<file path="config.mk">
export PLATFORM = sky130hd
export DESIGN_NAME = button_press_classifier
export DESIGN_NICKNAME = d
export VERILOG_FILES = /design/src/rtl/bpc_pkg.sv /design/src/rtl/bpc_classify.sv /design/src/rtl/button_press_classifier.sv
export VERILOG_INCLUDE_DIRS = /design/src /design/src/rtl
export SDC_FILE = /design/constraint.sdc
export NUM_CORES = 1
export LEC_CHECK = 0
export ABC_AREA = 1
export BUFFER_PORTS_ARGS = -buffer_cell sky130_fd_sc_hd__buf_2
export CAP_MARGIN = 20
export CORE_ASPECT_RATIO = 0.7
export CORE_MARGIN = 8
export CORE_UTILIZATION = 53
export CTS_CLUSTER_DIAMETER = 200
export DETAILED_ROUTE_END_ITERATION = 8
export PLACE_DENSITY_LB_ADDON = 0.3
export REMOVE_ABC_BUFFERS = 1
export SLEW_MARGIN = 20
export SYNTH_ARGS = -nofsm -noshare
export SYNTH_HDL_FRONTEND = slang
export SYNTH_HIERARCHICAL = 1
export SYNTH_SLANG_ARGS = --single-unit
</file>
<file path="constraint.sdc">
create_clock -name aclk -period 4.3 [get_ports aclk]
set_input_delay 0.86 -clock aclk [delete_from_list [all_inputs] [get_ports aclk]]
set_output_delay 0.86 -clock aclk [all_outputs]
set_load 0.03 [all_outputs]
</file>
<file path="src/rtl/button_press_classifier_defines.svh">
// ----------------------------------------------------------------------------
// Button press classifier assertion macros
// Shorthand for the concurrent checks at the end of the top level.
// ----------------------------------------------------------------------------
`ifndef BUTTON_PRESS_CLASSIFIER_DEFINES_SVH
`define BUTTON_PRESS_CLASSIFIER_DEFINES_SVH

// same-cycle implication, disabled while reset is asserted
`define BPC_ASSERT_NOW(lbl, clk, rstn, ante, cons) \
    lbl: assert property (@(posedge clk) disable iff (!(rstn)) (ante) |-> (cons)) \
        else $error("button_press_classifier: check failed");

// next-cycle implication, disabled while reset is asserted
`define BPC_ASSERT_NEXT(lbl, clk, rstn, ante, cons) \
    lbl: assert property (@(posedge clk) disable iff (!(rstn)) (ante) |=> (cons)) \
        else $error("button_press_classifier: check failed");

`endif

</file>
<file path="src/rtl/bpc_pkg.sv">
// ----------------------------------------------------------------------------
// Button press classifier package
// Widths, constants, codes and shared types of the classifier.
// ----------------------------------------------------------------------------
package bpc_pkg;

    localparam int TIME_BITS      = 32;
    localparam int NOW_BITS       = 32;
    localparam int CFG_BITS       = 16;
    localparam int CFG_INDEX_BITS = 2;
    localparam int COUNT_BITS     = 4;
    localparam int EVENT_BITS     = 3;
    localparam int BEEP_BITS      = 10;

    typedef logic [TIME_BITS-1:0]      ms_t;
    typedef logic [NOW_BITS-1:0]       now_t;
    typedef logic [CFG_BITS-1:0]       cfg_word_t;
    typedef logic [CFG_INDEX_BITS-1:0] cfg_index_t;
    typedef logic [COUNT_BITS-1:0]     count_t;
    typedef logic [BEEP_BITS-1:0]      beep_t;

    localparam count_t CLICK_CLAMP = count_t'(10);
    localparam count_t CLICK_MAX   = count_t'(15);

    localparam beep_t BEEP_NONE  = beep_t'(0);
    localparam beep_t BEEP_SHORT = beep_t'(150);
    localparam beep_t BEEP_LONG  = beep_t'(300);
    localparam beep_t BEEP_HOLD  = beep_t'(600);

    typedef enum logic [CFG_INDEX_BITS-1:0] {
        REG_DEBOUNCE   = 2'd0,
        REG_LONG_PRESS = 2'd1,
        REG_VERY_LONG  = 2'd2,
        REG_WINDOW     = 2'd3
    } reg_index_t;

    typedef enum logic [EVENT_BITS-1:0] {
        EV_NONE      = 3'd0,
        EV_SINGLE    = 3'd1,
        EV_DOUBLE    = 3'd2,
        EV_TRIPLE    = 3'd3,
        EV_FIVE      = 3'd4,
        EV_LONG      = 3'd5,
        EV_VERY_LONG = 3'd6
    } event_t;

    typedef enum logic {
        CMD_EDGE = 1'b0,
        CMD_POLL = 1'b1
    } command_t;

    localparam cfg_word_t DEBOUNCE_RESET   = cfg_word_t'(50);
    localparam cfg_word_t LONG_PRESS_RESET = cfg_word_t'(1000);
    localparam cfg_word_t VERY_LONG_RESET  = cfg_word_t'(4000);
    localparam cfg_word_t WINDOW_RESET     = cfg_word_t'(400);

    typedef struct packed {
        cfg_word_t debounce_ms;
        cfg_word_t long_press_ms;
        cfg_word_t very_long_press_ms;
        cfg_word_t click_window_ms;
    } bpc_cfg_t;

    typedef struct packed {
        command_t command;
        logic     pin_level;
        ms_t      now_ms;
    } bpc_item_t;

    typedef struct packed {
        event_t event_code;
        beep_t  beep_ms;
    } bpc_result_t;

    typedef struct packed {
        logic   edge_seen;
        ms_t    last_edge_time;
        logic   pressed_flag;
        ms_t    press_start_time;
        count_t click_count;
        logic   window_armed;
        ms_t    last_release_time;
        logic   hold_active;
        logic   hold_beep_done;
    } bpc_state_t;

endpackage

</file>
<file path="src/rtl/bpc_classify.sv">
// ----------------------------------------------------------------------------
// Button press classifier decision logic
// Computes the result and the next tracking state for one edge or poll.
// ----------------------------------------------------------------------------
module bpc_classify (
    input  bpc_pkg::bpc_cfg_t    cfg,
    input  bpc_pkg::bpc_state_t  st,
    input  bpc_pkg::bpc_item_t   item,
    output bpc_pkg::bpc_state_t  st_next,
    output bpc_pkg::bpc_result_t result
);
    import bpc_pkg::*;

    ms_t    since_edge;
    ms_t    since_press;
    ms_t    since_release;
    logic   bounced;
    logic   window_done;
    logic   hold_due;
    count_t clicks;

    assign since_edge    = item.now_ms - st.last_edge_time;
    assign since_press   = item.now_ms - st.press_start_time;
    assign since_release = item.now_ms - st.last_release_time;

    assign bounced     = st.edge_seen && (since_edge < ms_t'(cfg.debounce_ms));
    assign window_done = st.window_armed && (since_release >= ms_t'(cfg.click_window_ms));
    assign hold_due    = st.hold_active && !st.hold_beep_done
                         && (since_press > ms_t'(cfg.very_long_press_ms));
    assign clicks      = (st.click_count > CLICK_CLAMP) ? CLICK_CLAMP : st.click_count;

    always_comb begin
        st_next           = st;
        result.event_code = EV_NONE;
        result.beep_ms    = BEEP_NONE;
        unique case (item.command)
            CMD_EDGE: begin
                if (!bounced) begin
                    st_next.edge_seen      = 1'b1;
                    st_next.last_edge_time = item.now_ms;
                    if (!item.pin_level) begin
                        st_next.press_start_time = item.now_ms;
                        st_next.pressed_flag     = 1'b1;
                        st_next.window_armed     = 1'b0;
                        st_next.hold_active      = 1'b1;
                        st_next.hold_beep_done   = 1'b0;
                    end else begin
                        st_next.hold_active  = 1'b0;
                        st_next.pressed_flag = 1'b0;
                        if (st.pressed_flag) begin
                            if (since_press >= ms_t'(cfg.very_long_press_ms)) begin
                                st_next.click_count = '0;
                                result.event_code   = EV_VERY_LONG;
                            end else if (since_press >= ms_t'(cfg.long_press_ms)) begin
                                st_next.click_count = '0;
                                result.event_code   = EV_LONG;
                                result.beep_ms      = BEEP_LONG;
                            end else begin
                                if (st.click_count < CLICK_MAX) begin
                                    st_next.click_count = st.click_count + count_t'(1);
                                end
                                st_next.last_release_time = item.now_ms;
                                st_next.window_armed      = 1'b1;
                                result.beep_ms            = BEEP_SHORT;
                            end
                        end
                    end
                end
            end
            CMD_POLL: begin
                if (window_done) begin
                    st_next.window_armed = 1'b0;
                    st_next.click_count  = '0;
                    unique case (clicks)
                        count_t'(1): result.event_code = EV_SINGLE;
                        count_t'(2): result.event_code = EV_DOUBLE;
                        count_t'(3): result.event_code = EV_TRIPLE;
                        count_t'(5): result.event_code = EV_FIVE;
                        default:     result.event_code = EV_NONE;
                    endcase
                end else if (hold_due) begin
                    st_next.hold_beep_done = 1'b1;
                    result.beep_ms         = BEEP_HOLD;
                end
            end
            default: begin
                st_next = st;
            end
        endcase
    end

endmodule

</file>
<file path="src/rtl/button_press_classifier.sv">
// ----------------------------------------------------------------------------
// Button press classifier
// Classifies presses of one active-low button into click and hold events.
// ----------------------------------------------------------------------------
// Input channel s_*: one item per pin edge (s_command = 0, s_pin_level is the
// new level, 1 released) or time poll (s_command = 1), stamped with s_now_ms.
// Result channel m_*: exactly one item per input item, in order, carrying
// m_event_code (0 none, 1..3 clicks, 4 five clicks, 5 long, 6 very long) and
// m_beep_ms (0, 150, 300 or 600).
// Configuration channel cfg_*: index 0 debounce, 1 long press, 2 very long
// press, 3 click window, all in ms; cfg_ready is always high. Write only while
// no item is in flight.
// Path: one input register feeds the decision logic, which updates the
// tracking state and loads the result register in the same cycle.
// Throughput: one item per cycle while the receiver takes results.
// Reset: tracking state and configuration registers return to their defaults,
// both stages empty. When the receiver stalls, the result holds, the input
// register fills, and s_ready drops until the result is taken.
// ----------------------------------------------------------------------------
`include "button_press_classifier_defines.svh"

module button_press_classifier (
    input  logic                   aclk,
    input  logic                   aresetn,
    input  logic                   s_valid,
    output logic                   s_ready,
    input  logic                   s_command,
    input  logic                   s_pin_level,
    input  bpc_pkg::now_t          s_now_ms,
    output logic                   m_valid,
    input  logic                   m_ready,
    output logic [2:0]             m_event_code,
    output bpc_pkg::beep_t         m_beep_ms,
    input  logic                   cfg_valid,
    output logic                   cfg_ready,
    input  bpc_pkg::cfg_index_t    cfg_index,
    input  bpc_pkg::cfg_word_t     cfg_data
);
    import bpc_pkg::*;

    bpc_cfg_t    cfg_reg;
    bpc_state_t  st_reg;
    bpc_state_t  st_next;
    bpc_item_t   in_reg;
    logic        in_valid_reg;
    bpc_result_t res_next;
    bpc_result_t out_reg;
    logic        out_valid_reg;
    logic        advance;
    logic        s_take;

    assign advance   = in_valid_reg && (!out_valid_reg || m_ready);
    assign s_ready   = !in_valid_reg || advance;
    assign s_take    = s_valid && s_ready;
    assign cfg_ready = 1'b1;

    always_ff @(posedge aclk) begin
        if (!aresetn) begin
            cfg_reg.debounce_ms        <= DEBOUNCE_RESET;
            cfg_reg.long_press_ms      <= LONG_PRESS_RESET;
            cfg_reg.very_long_press_ms <= VERY_LONG_RESET;
            cfg_reg.click_window_ms    <= WINDOW_RESET;
        end else if (cfg_valid) begin
            unique case (reg_index_t'(cfg_index))
                REG_DEBOUNCE:   cfg_reg.debounce_ms        <= cfg_data;
                REG_LONG_PRESS: cfg_reg.long_press_ms      <= cfg_data;
                REG_VERY_LONG:  cfg_reg.very_long_press_ms <= cfg_data;
                REG_WINDOW:     cfg_reg.click_window_ms    <= cfg_data;
                default:        cfg_reg                    <= cfg_reg;
            endcase
        end
    end

    always_ff @(posedge aclk) begin
        if (!aresetn) begin
            in_valid_reg <= 1'b0;
        end else if (s_ready) begin
            in_valid_reg <= s_valid;
        end
    end

    always_ff @(posedge aclk) begin
        if (s_take) begin
            in_reg.command   <= command_t'(s_command);
            in_reg.pin_level <= s_pin_level;
            in_reg.now_ms    <= ms_t'(s_now_ms);
        end
    end

    bpc_classify u_classify (
        .cfg     (cfg_reg),
        .st      (st_reg),
        .item    (in_reg),
        .st_next (st_next),
        .result  (res_next)
    );

    always_ff @(posedge aclk) begin
        if (!aresetn) begin
            st_reg <= '{hold_beep_done: 1'b1, default: '0};
        end else if (advance) begin
            st_reg <= st_next;
        end
    end

    always_ff @(posedge aclk) begin
        if (!aresetn) begin
            out_valid_reg <= 1'b0;
        end else if (advance) begin
            out_valid_reg <= 1'b1;
        end else if (m_ready) begin
            out_valid_reg <= 1'b0;
        end
    end

    always_ff @(posedge aclk) begin
        if (advance) begin
            out_reg <= res_next;
        end
    end

    assign m_valid      = out_valid_reg;
    assign m_event_code = out_reg.event_code;
    assign m_beep_ms    = out_reg.beep_ms;

    `BPC_ASSERT_NOW(a_hold_beep_alone, aclk, aresetn,
        m_valid && (m_beep_ms == BEEP_HOLD), m_event_code == EV_NONE)
    `BPC_ASSERT_NEXT(a_hold_beep_once, aclk, aresetn,
        advance && (res_next.beep_ms == BEEP_HOLD), st_reg.hold_beep_done)
    `BPC_ASSERT_NEXT(a_burst_closed, aclk, aresetn,
        advance && (in_reg.command == CMD_POLL) && (res_next.event_code != EV_NONE),
        !st_reg.window_armed && (st_reg.click_count == '0))
    `BPC_ASSERT_NEXT(a_result_follows, aclk, aresetn,
        advance, m_valid)

endmodule

</file>
==> qor.txt <==
status: complete, but fails checks
violated checks: setup timing
core outline area: 36800 um^2
total routed wirelength: 70000 um
detailed-router iteration count before antenna repair: 6
clk_lat worst skew: 0.58 ns
Clock Skew: 0.0179 ns
TritonCTS clock tree: built
Yosys cell types: 47
DR vias/cell: 5.45
Critical R2R Launch: in_reg[9]$_DFFE_PP_
synthesis-to-layout area growth: 15.9%
GR Layer Usage met1: 42.8%
CP max FO: 8
crit-path max cell delay: 0.48 ns
power per cell area: 323 nW/um^2
clk buf depth: 3
GR Util met3: 4.84%
number of routed nets with antenna violations: 0
Max-Cap Viols: 0
initial core utilization: 53.4%
GRT Util Overall: 28.5%
gpl congestion: 1.05
largest net degree at the start of global routing: 211
Mapped Avg Cell Area: 5.89 um^2
Initial DRC Count: 2444
Relative slew margins: 33.4%
yosys warns: 6
H-tree depth: 1
clock root buffer: clkbuf_16
Netlist Area Pre-Place: 19700 um^2
via count: 21502
Sink Count: 218
worst hold path type: in -> reg
final instance area: 22800 um^2
io pins: 73
Startpoint Class: register
Post-Place Setup Slack: -0.302 ns
Post-synth ARST share: 0%
Slew Limit Fails: 0
global-route wire length before repair: 100000 um
gr ovfl total: 0
antenna cells: 0
worst ir drop on vdd: 0.000310 V
residual DRC count: 0
R2R depth: 27
r2r setup slk: -0.05 ns
Min Clock Period, post-route: 4.35 ns
post-DP HPWL: 50500 um
register bit total from synthesis: 218
worst setup margin: -0.0543 ns
Post-Syn Instances: 3338
row count: 59
share of layout cells above drive strength 1: 11.8%
Die Width: 246 um
RSZ-0062 raised after global routing: yes
WP data arrival: 4.82 ns
Cell Area, Placed: 20400 um^2
Die Ht: 177 um
Fin. Hold Viols: 0
number of global-route vias before repair: 18924
Worst path slowest cell: edfxtp_1
Worst Path Required: 4.76 ns
sequential element share of the synthesized area: 24.6%
Avg WL per Cell: 17.7 um
Nets: 3658
leakage: 11.9 nW
crit path launch: in_reg[9]$_DFFE_PP_
CTS Hold Bufs: 0
Worst Max-Slew Pin Slew: 0.999 ns
post-route setup TNS: -0.623 ns
max reg flops: 105
Worst setup EP type: register
GRT busiest layer: met1
Peak Freq: 0.230 GHz
Primary FF master, synth: dfxtp_1
IO buf count: 71
Hold Slack: 0.460 ns
initial antenna violation count: 2
met2 Resource Use GR: 42.1%
Hold Path Origin: s_now_ms[7]
endpoints failing setup: 26
Critical Path Sink: st_reg[31]$_SDFFE_PN0P_
full die area: 43600 um^2
Setup CP Type: reg -> reg
Num CTS Buffers: 25
Post-synth EDFFs: 47
final period utilization: 101%
worst reg2reg endpoint: st_reg[31]$_SDFFE_PN0P_
Clock transition at path regs: 0.06 ns
-- Yosys cell counts, types with 4 or more instances --
master	number	area (um^2)
nand2_1	1023	3840
inv_1	677	2540
nor2_1	362	1360
nand3_1	256	1280
a21oi_1	225	1130
dfxtp_1	171	3420
ha_1	158	1980
o21ai_0	92	460
buf_2	59	295
edfxtp_1	47	1410
xor2_1	43	377
nand4_1	36	225
nor3_1	20	100
o21ai_1	19	95.1
buf_6	17	191
clkbuf_1	15	56.3
o21ai_2	14	123
buf_4	13	97.6
and2_1	9	56.3
nand2_2	9	56.3
nand3b_1	7	52.6
nor2_2	7	43.8
a21o_1	6	45.0
inv_2	5	18.8
o21bai_1	5	37.5
a211oi_1	4	30.0
nor4_1	4	25.0
o21a_1	4	30.0
xnor2_1	4	35.0
-- stage by stage --
| stage | power (mW) | cells | utilization [%] |
|---|---|---|---|
| finish | 7.37 | 3947 | 61.9 |
| global route | 7.79 | 3947 | 61.9 |
| CTS | 7.01 | 3884 | 57.8 |
| detailed placement | 4.79 | 3834 | 55.4 |
| global placement | 4.72 | 3834 | 55.4 |
| floorplan | 4.05 | 3232 | - |
-- kinds of logic after synthesis --
| kind of cell | after synthesis | share of synthesized area, % |
|---|---|---|
| compound gates | 374 | 10.1 |
| fa+ha+maj | 161 | 10.4 |
| buf+inv | 789 | 16.3 |
| other cells | 2 | 0.0382 |
| flops | 218 | 24.6 |
| simple gates | 1747 | 36.5 |
| xor+xnor | 47 | 2.09 |
-- report_power, final --
group	internal [mW]	switching, mW	leakage [nW]
sequential	2.22	0.125	1.86
clock	1.21	0.987	0.392
combinational	1.05	1.77	9.66
total	4.48	2.89	11.9
-- worst min-delay path by stage --
stage / to / slack (ns) / cells after the start
6_report: in_reg[7]$_DFFE_PP_ / 0.46 / 1
4_1_cts: in_reg[7]$_DFFE_PP_ / 0.44 / 1
3_3_place_gp: cfg_reg[53]$_SDFFE_PN1P_ / 0.45 / 2
3_5_place_dp: cfg_reg[39]$_SDFFE_PN1P_ / 0.46 / 2
2_1_floorplan: cfg_reg[49]$_SDFFE_PN1P_ / 0.43 / 2
5_1_grt: in_reg[7]$_DFFE_PP_ / 0.44 / 1
-- metal layers --
layer  vias to the layer above  part of all wire, %
li1                      10487                    -
met1                      9928                   45
met2                       950                   42
met3                       137                   10
met4                         0                  2.8
met5                         -                    0
-- critical path, delay by kind of cell (launching register included) --
family | cells | cell delay, ns
simple gates | 13 | 1.49
buf+inv | 7 | 0.98
xor+xnor | 1 | 0.20
compound gates | 4 | 0.47
flops | 1 | 0.48
fa+ha+maj | 2 | 0.59
-- cell type report --
| cell class | count | area [um^2] |
|---|---|---|
| Timing Repair Buffer | 181 | 1500 |
| Inverter | 683 | 2560 |
| Tap cell | 488 | 611 |
| Sequential cell | 218 | 4840 |
| Clock buffer | 35 | 703 |
| Multi-Input combinational cell | 2331 | 12500 |
| Fill cell | 3580 | 14000 |
| Clock inverter | 11 | 106 |
-- layout by cell type, fill, tap and decap left out, drive strengths merged, types with 2 or more instances in the layout --
master       n
and2         9
a21boi       2
xor2        43
o21a         4
clkinvlp     2
or2          2
nand2     1033
dfxtp      171
a211oi       4
nor3        24
fa           3
ha         158
nand4       36
o21ai      125
clkbuf      45
nand3      260
xnor2        4
nand3b       7
a21o         6
buf        171
nor4         4
conb         2
nor2       370
o21bai       5
a21oi      225
clkinv       6
edfxtp      47
inv        685
-- timing repair --
item | CTS | global route
endpoints found under the hold margin | 0 | 0
setup buffers | 4 | 47
setup endpoints to repair | 57 | 113
pin swaps | 0 | 60
cloned | 0 | 16
gates resized for setup | 12 | 171
(Power assumes the default switching activity.)
